--- src/sv/rgb_to_hsv_pixel_defines.svh ---
// assertion macros for the rgb to hsv pixel converter
`ifndef RGB_TO_HSV_PIXEL_DEFINES_SVH
`define RGB_TO_HSV_PIXEL_DEFINES_SVH

// property checked on every clock edge outside reset
`define RGBHSV_CHECK(lbl, prop) \
    lbl: assert property (@(posedge i_clk) disable iff (!i_rst_n) (prop)) \
        else $error("rgb_to_hsv_pixel assertion failed");

// implication checked on every clock edge outside reset
`define RGBHSV_IMPLY(lbl, ante, cons) \
    lbl: assert property (@(posedge i_clk) disable iff (!i_rst_n) (ante) |-> (cons)) \
        else $error("rgb_to_hsv_pixel implication failed");

`endif

--- src/sv/rgbhsv_pkg.sv ---
// types, constants and arithmetic helpers for the rgb to hsv pixel converter
package rgbhsv_pkg;

    localparam int FRAC_BITS = 10;
    localparam int QW        = 11;
    localparam int DIV_STEPS = 11;

    localparam logic [10:0] GRAY_LIMIT = 11'd3;
    localparam logic [6:0]  SAT_LIMIT  = 7'd3;
    localparam logic [6:0]  PERCENT    = 7'd100;
    localparam logic [2:0]  OFS_RED    = 3'd0;
    localparam logic [2:0]  OFS_WRAP   = 3'd6;
    localparam logic [2:0]  OFS_GREEN  = 3'd2;
    localparam logic [2:0]  OFS_BLUE   = 3'd4;
    localparam logic signed [10:0] HUE_FULL = 11'sd360;
    localparam logic signed [20:0] DEG_SECTOR = 21'sd60;

    typedef struct packed {
        logic [7:0] red;
        logic [7:0] green;
        logic [7:0] blue;
    } t_pix_in;

    typedef struct packed {
        logic [8:0] hue;
        logic [6:0] saturation;
        logic [6:0] value;
    } t_pix_out;

    typedef struct packed {
        logic [QW-1:0] rem;
        logic [QW-1:0] num;
        logic [QW-1:0] quo;
    } t_div;

    typedef struct packed {
        t_div          h;
        logic [QW-1:0] hden;
        t_div          s;
        logic [QW-1:0] sden;
        logic          neg;
        logic [2:0]    ofs;
        logic          gray;
        logic [6:0]    val;
    } t_work;

    // floor(c * 1024 / 255)
    function automatic logic [QW-1:0] scale_ch(input logic [7:0] c);
        logic [9:0] t;
        logic [2:0] k;
        t = {c, 2'b00};
        k = 3'(t >= 10'd255) + 3'(t >= 10'd510) + 3'(t >= 10'd765) + 3'(t >= 10'd1020);
        scale_ch = {1'b0, t} + {8'b0, k};
    endfunction

    // one restoring division step
    function automatic t_div div_step(input t_div d, input logic [QW-1:0] den);
        logic [QW:0] sh;
        logic [QW:0] df;
        t_div        o;
        sh    = {d.rem, d.num[QW-1]};
        df    = sh - {1'b0, den};
        o.num = {d.num[QW-2:0], 1'b0};
        if (sh >= {1'b0, den}) begin
            o.rem = df[QW-1:0];
            o.quo = {d.quo[QW-2:0], 1'b1};
        end else begin
            o.rem = sh[QW-1:0];
            o.quo = {d.quo[QW-2:0], 1'b0};
        end
        div_step = o;
    endfunction

endpackage

--- src/sv/rgbhsv_div_stage.sv ---
// one registered restoring step of the hue and saturation dividers
module rgbhsv_div_stage (
    input  logic               i_clk,
    input  logic               i_rst_n,
    input  logic               i_en,
    input  logic               i_valid,
    input  rgbhsv_pkg::t_work  i_work,
    output logic               o_valid,
    output rgbhsv_pkg::t_work  o_work
);
    import rgbhsv_pkg::*;

    logic  r_valid;
    t_work r_work;
    t_work n_work;

    always_comb begin
        n_work   = i_work;
        n_work.h = div_step(i_work.h, i_work.hden);
        n_work.s = div_step(i_work.s, i_work.sden);
    end

    always_ff @(posedge i_clk) begin
        if (!i_rst_n) begin
            r_valid <= 1'b0;
        end else if (i_en) begin
            r_valid <= i_valid;
        end
    end

    always_ff @(posedge i_clk) begin
        if (i_en) begin
            r_work <= n_work;
        end
    end

    assign o_valid = r_valid;
    assign o_work  = r_work;

endmodule

--- src/sv/rgb_to_hsv_pixel.sv ---
// rgb to hsv pixel converter top level
// stages: input, channel scaling, max/min, divider setup, divider steps, output register
// throughput: one item per cycle while i_stall is low, every stage including each divider step is pipelined
// each stage advances when it is empty or its successor advances
// reset clears all valid bits; data registers are not reset
module rgb_to_hsv_pixel (
    input  logic                 i_clk,
    input  logic                 i_rst_n,
    input  logic                 i_valid,
    output logic                 o_stall,
    input  rgbhsv_pkg::t_pix_in  i_pix,
    output logic                 o_valid,
    input  logic                 i_stall,
    output rgbhsv_pkg::t_pix_out o_pix
);
    import rgbhsv_pkg::*;

    localparam int NST = DIV_STEPS + 5;

    logic [NST-1:0] v;
    logic [NST-1:0] en;

    logic    r_v0, r_v1, r_v2, r_v3, r_vo;
    t_pix_in r_s0;
    logic [QW-1:0] r_qr, r_qg, r_qb;
    logic [QW-1:0] r_mx, r_mn;
    logic signed [QW:0] r_diff;
    logic [2:0] r_ofs;
    t_work r_wk3;
    t_pix_out r_out;

    logic  w_v  [DIV_STEPS+1];
    t_work w_wk [DIV_STEPS+1];

    // stage 2 logic
    logic [QW-1:0] n_mx, n_mn;
    logic signed [QW:0] n_diff;
    logic [2:0] n_ofs;

    // stage 3 logic
    logic [QW-1:0] delta;
    logic [17:0]   vprod;
    logic [16:0]   snum;
    logic [QW:0]   absd;
    t_work         n_wk;

    // output logic
    logic signed [12:0] hq;
    logic signed [14:0] hsum;
    logic signed [20:0] hprod;
    logic signed [10:0] hdeg;
    logic signed [10:0] hwrap;
    t_pix_out           n_out;

    assign w_v[0]  = r_v3;
    assign w_wk[0] = r_wk3;

    always_comb begin
        v[0] = r_v0;
        v[1] = r_v1;
        v[2] = r_v2;
        for (int k = 0; k <= DIV_STEPS; k++) begin
            v[3+k] = w_v[k];
        end
        v[NST-1] = r_vo;
    end

    always_comb begin
        en[NST-1] = !v[NST-1] || !i_stall;
        for (int k = NST-2; k >= 0; k--) begin
            en[k] = !v[k] || en[k+1];
        end
    end

    assign o_stall = !en[0];

    always_comb begin
        if (r_qr >= r_qg && r_qr >= r_qb) begin
            n_mx   = r_qr;
            n_diff = $signed({1'b0, r_qg}) - $signed({1'b0, r_qb});
            n_ofs  = (r_qg < r_qb) ? OFS_WRAP : OFS_RED;
        end else if (r_qg >= r_qb) begin
            n_mx   = r_qg;
            n_diff = $signed({1'b0, r_qb}) - $signed({1'b0, r_qr});
            n_ofs  = OFS_GREEN;
        end else begin
            n_mx   = r_qb;
            n_diff = $signed({1'b0, r_qr}) - $signed({1'b0, r_qg});
            n_ofs  = OFS_BLUE;
        end
        if (r_qr <= r_qg && r_qr <= r_qb) begin
            n_mn = r_qr;
        end else if (r_qg <= r_qb) begin
            n_mn = r_qg;
        end else begin
            n_mn = r_qb;
        end
    end

    always_comb begin
        delta       = r_mx - r_mn;
        vprod       = {7'b0, r_mx} * {11'b0, PERCENT};
        snum        = 17'({6'b0, delta} * {10'b0, PERCENT});
        absd        = r_diff[QW] ? 12'(-r_diff) : r_diff;
        n_wk.h.rem  = {1'b0, absd[QW-1:1]};
        n_wk.h.num  = {absd[0], {FRAC_BITS{1'b0}}};
        n_wk.h.quo  = '0;
        n_wk.hden   = delta;
        n_wk.s.rem  = {5'b0, snum[16:11]};
        n_wk.s.num  = snum[10:0];
        n_wk.s.quo  = '0;
        n_wk.sden   = r_mx;
        n_wk.neg    = r_diff[QW];
        n_wk.ofs    = r_ofs;
        n_wk.gray   = delta < GRAY_LIMIT;
        n_wk.val    = vprod[16:10];
    end

    always_ff @(posedge i_clk) begin
        if (!i_rst_n) begin
            r_v0     <= 1'b0;
            r_v1     <= 1'b0;
            r_v2     <= 1'b0;
            r_v3     <= 1'b0;
            r_vo     <= 1'b0;
        end else begin
            if (en[0]) r_v0 <= i_valid;
            if (en[1]) r_v1 <= r_v0;
            if (en[2]) r_v2 <= r_v1;
            if (en[3]) r_v3 <= r_v2;
            if (en[NST-1]) r_vo <= w_v[DIV_STEPS];
        end
    end

    always_ff @(posedge i_clk) begin
        if (en[0]) begin
            r_s0 <= i_pix;
        end
        if (en[1]) begin
            r_qr <= scale_ch(r_s0.red);
            r_qg <= scale_ch(r_s0.green);
            r_qb <= scale_ch(r_s0.blue);
        end
        if (en[2]) begin
            r_mx   <= n_mx;
            r_mn   <= n_mn;
            r_diff <= n_diff;
            r_ofs  <= n_ofs;
        end
        if (en[3]) begin
            r_wk3 <= n_wk;
        end
        if (en[NST-1]) begin
            r_out <= n_out;
        end
    end

    for (genvar k = 0; k < DIV_STEPS; k++) begin : g_div
        rgbhsv_div_stage u_stage (
            .i_clk   (i_clk),
            .i_rst_n (i_rst_n),
            .i_en    (en[4+k]),
            .i_valid (w_v[k]),
            .i_work  (w_wk[k]),
            .o_valid (w_v[k+1]),
            .o_work  (w_wk[k+1])
        );
    end

    always_comb begin
        hq    = w_wk[DIV_STEPS].neg ? -$signed({2'b0, w_wk[DIV_STEPS].h.quo})
                                    :  $signed({2'b0, w_wk[DIV_STEPS].h.quo});
        hsum  = $signed({{2{hq[12]}}, hq})
              + $signed({2'b0, w_wk[DIV_STEPS].ofs, {FRAC_BITS{1'b0}}});
        hprod = $signed({{6{hsum[14]}}, hsum}) * DEG_SECTOR;
        hdeg  = hprod[20:10];
        hwrap = hdeg[10] ? (hdeg + HUE_FULL) : hdeg;
        n_out.value      = w_wk[DIV_STEPS].val;
        n_out.saturation = w_wk[DIV_STEPS].s.quo[6:0];
        n_out.hue        = hwrap[8:0];
        if (w_wk[DIV_STEPS].gray) begin
            n_out.saturation = '0;
            n_out.hue        = '0;
        end else if (w_wk[DIV_STEPS].s.quo[6:0] < SAT_LIMIT) begin
            n_out.hue = '0;
        end
    end

    assign o_valid = r_vo;
    assign o_pix   = r_out;

    `include "rgb_to_hsv_pixel_defines.svh"

    `RGBHSV_IMPLY(a_weak_sat_no_hue, o_valid && o_pix.saturation < SAT_LIMIT, o_pix.hue == '0)
    `RGBHSV_IMPLY(a_out_range, o_valid, o_pix.hue < 9'd360 && o_pix.saturation <= PERCENT)
    `RGBHSV_CHECK(a_empty_out_no_stall, o_valid || !o_stall)

endmodule

--- config.mk ---
export PLATFORM = sky130hd
export DESIGN_NAME = rgb_to_hsv_pixel
export DESIGN_NICKNAME = d
export VERILOG_FILES = /design/src/sv/rgbhsv_pkg.sv /design/src/sv/rgbhsv_div_stage.sv /design/src/sv/rgb_to_hsv_pixel.sv
export VERILOG_INCLUDE_DIRS = /design/src /design/src/sv
export SDC_FILE = /design/constraint.sdc
export NUM_CORES = 2
export LEC_CHECK = 0
export BUFFER_PORTS_ARGS = -buffer_cell sky130_fd_sc_hd__buf_4
export CORE_ASPECT_RATIO = 1.2
export CORE_MARGIN = 5
export CORE_UTILIZATION = 60
export DETAILED_ROUTE_END_ITERATION = 6
export PLACE_DENSITY = 0.78
export SYNTH_ARGS = -nofsm -noshare
export SYNTH_HDL_FRONTEND = slang
export SYNTH_SLANG_ARGS = --single-unit
--- constraint.sdc ---
create_clock -name i_clk -period 11.5 [get_ports i_clk]
set_input_delay 2.875 -clock i_clk [delete_from_list [all_inputs] [get_ports i_clk]]
set_output_delay 2.875 -clock i_clk [all_outputs]
set_load 0.03 [all_outputs]
==> results.txt <==
For this design, the slowest cell found on the critical path is sky130_fd_sc_hd__nand2_1. The worst register-to-register path has a setup slack of 5.27 ns. Compared with the post-synthesis result, the final layout area differs by 10.17%.

Once detail routing completed, the nets flagged for antenna violations numbered 0. By area, the combinational part of the netlist is dominated by adder cells. The worst setup path is launched from a primary input. The number of pins with negative max-slew slack in the final report came out at 0. The synthesis warning total is 0. The post-layout utilization of the core came out at approximately two thirds. The summed instance area of the synthesized netlist is roughly 0.046 mm². CTS built an H-tree with a depth of 3. The height of the chip came out at 312.6 µm. The count of cell types in the netlist is 61. No sink is reached through more buffers than the 3 on the longest clock path. After detailed routing, the number of remaining DRC violations is 0. After layout, the worst path uses around three quarters of the clock period. The worst clock skew on the final layout came out at approximately 0.026 ns. After detailed routing, the number of vias per cell comes to between 5 and 6.

The area share of fa/ha/maj cells after synthesis is between 10 and 15%. The min-delay analysis places its worst path in the category flip-flop to flip-flop. The delay of the slowest critical-path stage came out at between 0.5 and 0.6 ns. The number of flops mapped to enable cells by yosys is 842. The worst hold path terminates at g_div[10].u_stage.o_work[7]$_DFFE_PP_. Measured in cells, the most critical reg-to-reg path has a length of 20. The first global-routing pass estimated 134.1 mm of wire. Setup repair after global routing left no endpoint under its margin. The starting density of the core is 60.25%. The run finished with clean final reports.

The remaining max-slew budget at the tightest pin came out at between 10% and 20%. The count of endpoints failing hold in the final timing report was 0. Adding up every negative setup slack in the final design gives 0 ns.

The critical path start-end classification is primary input to primary output. For this run, the total global-route usage over all layers was measured as 19.97%. The share of layout cells above drive strength 1 came out at 9.442%.

The floorplan die area is slightly above 0.08 mm². Entering global routing, the biggest net connects 72 pins. Buffers inserted during clock tree synthesis total 86. The via total after detailed routing came out at about 27000.

TritonCTS built the clock tree. The achievable frequency came out at 0.1143 GHz. The routed wire length per instance came out at 16.39 µm. Summing all non-filler instances in the final layout gives an area of just over 0.05 mm².

The sequential area share after synthesis is 55.94%. The total area inside the core boundary comes to approximately 0.076 mm². The final wirelength came out at about 80 mm. The worst register-to-register path ends at o_pix[20]$_SDFFCE_PP0P_. The placed wire-length estimate is ~61 mm. The filler cells instantiated in the layout total 5496. The number of cells on the worst hold path is 0. The quantity of gates resized following cts came out at 0. Synthesis produced a netlist whose cell count is 3756. The clock insertion delay at the later pin of the skew report came out at roughly 0.63 ns. The synthesized netlist devotes 3.745% of its cell area to XOR and XNOR gates. The number of rows in the core area is 111. The largest fanout of any net on the critical path came out at 25. The post-detailed-placement cell area came out at between 0.04 and 0.05 mm². The data required time of the worst path came out at between 8 and 9 ns. The root cell of the clock tree is sky130_fd_sc_hd__clkbuf_16.

After the first detailed-routing iteration, the DRC count stood at about 1400. The number of global-route vias before repair came out at 28630. The startpoint identified for the worst register-to-register timing path is g_div[10].u_stage.o_work[67]$_DFFE_PP_. The total of flip-flops plus latches after synthesis is roughly 860. The tool flagged a number of max-cap violations equal to 0. For this run, the leading register cell type out of synthesis is sky130_fd_sc_hd__edfxtp_1.

The iteration count of the initial detailed-routing pass came out at 6. The mean instance size in the synthesized netlist came out at ~12 µm². Counting stages on the worst path, the most repeated cell is sky130_fd_sc_hd__buf_4. The total congestion overflow after global routing is 0.

The number of input and output port buffers inserted is between 50 and 60. The clock sink count is ~860. The number of diodes came out at 0. The number of buffers inserted by hold repair at cts is 0. STA classifies the critical path endpoint as a primary output. At the worst endpoint, the arrival time is between 5 and 6 ns.

After clock tree synthesis, the setup repair step added 0 buffers. The simple logic cell fraction of the synthesized area came out at around 8.4%. The number of nets in the layout came out at about 4400. Counting every net in the synthesized netlist gives between 4000 and 5000. In this run the horizontal extent of the chip is roughly 260 µm. The shortest clock period the worst path allows after layout came out at 8.752 ns. The transition at the pin with the smallest max-transition slack came out at 1.205 ns. Multiplexer cells account for about 4.6% of the synthesized area. In this run the count of I/O pins placed on the die edge is 53. Traced cell by cell, the critical path runs through buf_4, nand2_1, nor2_1, and2_1, inv_2, nor2_1, buf_4, and3_1, nand2_1, inv_1, buf_4.

The clock-pin slew of the registers on the worst-case setup and hold paths is 0.06 ns. The number of antenna violations at the first check in global routing was 0. After synthesis, the share of flip-flops with an asynchronous set or reset is 0%.

In this run the most critical hold path is launched from g_div[9].u_stage.o_work[7]$_DFFE_PP_. Setup violations remaining at the end of the flow were counted as 0. The synthesized-area fraction occupied by ao, oa, aoi and oai cells is 8.958%.

The weighted congestion at the end of routability-driven global placement came out at 0.9384.
-- layout by cell type, fill, tap and decap left out, types with 49 or more instances in the layout --
| cell type | synthesis | layout |
|---|---|---|
| sky130_fd_sc_hd__edfxtp_1 | 842 | 842 |
| sky130_fd_sc_hd__inv_1 | 571 | 566 |
| sky130_fd_sc_hd__ha_1 | 407 | 407 |
| sky130_fd_sc_hd__nor2_1 | 225 | 225 |
| sky130_fd_sc_hd__nand2_1 | 192 | 188 |
| sky130_fd_sc_hd__o21ai_0 | 187 | 187 |
| sky130_fd_sc_hd__mux2_2 | 129 | 129 |
| sky130_fd_sc_hd__a21oi_1 | 127 | 127 |
| sky130_fd_sc_hd__xnor2_1 | 121 | 121 |
| sky130_fd_sc_hd__nand3_1 | 100 | 98 |
| sky130_fd_sc_hd__clkbuf_16 | 0 | 89 |
| sky130_fd_sc_hd__nor2b_1 | 85 | 85 |
| sky130_fd_sc_hd__xor2_1 | 71 | 71 |
| sky130_fd_sc_hd__buf_4 | 0 | 68 |
| sky130_fd_sc_hd__mux2i_1 | 64 | 64 |
| sky130_fd_sc_hd__a21boi_0 | 63 | 63 |
| sky130_fd_sc_hd__a21o_1 | 63 | 63 |
| sky130_fd_sc_hd__o21a_1 | 63 | 63 |
| sky130_fd_sc_hd__fa_1 | 52 | 52 |
| sky130_fd_sc_hd__nor3_1 | 50 | 49 |
-- state kept, by name, summed over array words and instances (netlist names) --
signal	cells
r_v0	1
r_wk3	56
g_div.u_stage.o_valid	11
r_v3	1
r_v2	1
r_diff	12
o_pix	23
r_qb	11
r_mx	11
g_div.u_stage.o_work	670
r_mn	11
r_s0	24
r_qg	11
r_qr	11
o_valid	1
r_v1	1
r_ofs	2
-- worst max path at each step --
stage	start	end
floorplan	i_stall	o_stall
global placement	i_stall	o_stall
detailed placement	i_stall	o_stall
CTS	i_stall	o_stall
global route	i_stall	o_stall
finish	i_stall	o_stall
-- per-stage QoR --
stage               setup slack, ns  cells  hold WS [ns]
detailed placement            2.643   4804        0.4045
finish                        2.748   4957        0.4129
CTS                           2.599   4957        0.4141
global route                  2.292   4957        0.4138
floorplan                     2.084   3756        0.4003
global placement              2.693   4804        0.4006
-- critical path, delay by kind of cell --
family | cells | cell delay (ns)
buffers and inverters | 5 | 0.75
AND/OR/NAND/NOR | 6 | 2.24
-- synthesized netlist by cell type (4+ instances only) --
cell type                   number  share of area [%]
sky130_fd_sc_hd__edfxtp_1      842                 55
sky130_fd_sc_hd__a31oi_1         5              0.068
sky130_fd_sc_hd__nor3_1         50               0.55
sky130_fd_sc_hd__a21boi_0       63                1.0
sky130_fd_sc_hd__a21o_1         63                1.0
sky130_fd_sc_hd__or3b_2          7               0.13
sky130_fd_sc_hd__and3_1         28               0.38
sky130_fd_sc_hd__nand3_1       100                1.1
sky130_fd_sc_hd__clkbuf_1       24               0.20
sky130_fd_sc_hd__nand2_1       192                1.6
sky130_fd_sc_hd__or3_1          14               0.19
sky130_fd_sc_hd__xnor2_1       121                2.3
sky130_fd_sc_hd__xor2_1         71                1.4
sky130_fd_sc_hd__a21oi_1       127                1.4
sky130_fd_sc_hd__o21a_1         63                1.0
sky130_fd_sc_hd__nand4_1        47               0.64
sky130_fd_sc_hd__o31a_1         18               0.34
sky130_fd_sc_hd__nor2b_1        85                1.2
sky130_fd_sc_hd__mux2i_1        64                1.4
sky130_fd_sc_hd__o2111ai_1       4              0.077
sky130_fd_sc_hd__o41ai_1         9               0.17
sky130_fd_sc_hd__nor3b_1         5              0.082
sky130_fd_sc_hd__o31ai_1        47               0.77
sky130_fd_sc_hd__o211ai_1       17               0.28
sky130_fd_sc_hd__o21ai_0       187                2.0
sky130_fd_sc_hd__a211oi_1       12               0.20
sky130_fd_sc_hd__ha_1          407                 11
sky130_fd_sc_hd__nand2b_1       14               0.19
sky130_fd_sc_hd__and2_1          6              0.082
sky130_fd_sc_hd__dfxtp_1        16               0.70
sky130_fd_sc_hd__nor2_1        225                1.8
sky130_fd_sc_hd__o21bai_1        8               0.13
sky130_fd_sc_hd__or2_2          11               0.15
sky130_fd_sc_hd__fa_1           52                2.3
sky130_fd_sc_hd__inv_1         571                4.7
sky130_fd_sc_hd__mux2_2        129                3.2
sky130_fd_sc_hd__nor4_1          4              0.055
sky130_fd_sc_hd__buf_1          13               0.11
-- per-layer routing --
| metal | vias to the layer above | global-route usage (%) | wire length, µm |
|---|---|---|---|
| li1 | 13620 | - | - |
| met3 | 222 | 2.731 | 2353 |
| met4 | 0 | 9.674 | 4114 |
| met2 | 460 | 39.52 | 45930 |
| met1 | 13110 | 20.09 | 28820 |
| met5 | - | 0 | 0 |
-- layout make-up --
type | count | area (µm²) | share of cell area [%]
tap | 1017 | 1272 | 2.523
multi-input combinational | 2290 | 17930 | 35.55
sequential | 858 | 25600 | 50.78
timing repair buffer | 68 | 510.5 | 1.012
clock inverter | 45 | 609.3 | 1.208
clock buffer | 108 | 2359 | 4.677
inverter | 571 | 2143 | 4.250
-- kinds of logic (layout without fill, tap and decap cells) --
family                   Yosys count  after routing
flip-flops                       858            858
XOR/XNOR                         194            194
multiplexers                     193            193
buffers and inverters            608            792
AND/OR/NAND/NOR                  802            802
adder cells (fa/ha/maj)          459            459
AO/OA/AOI/OAI                    642            642
Power is left out: the tool's default activity adds up to more than one toggle a clock period on the data nets, which glitch-free logic cannot reach.
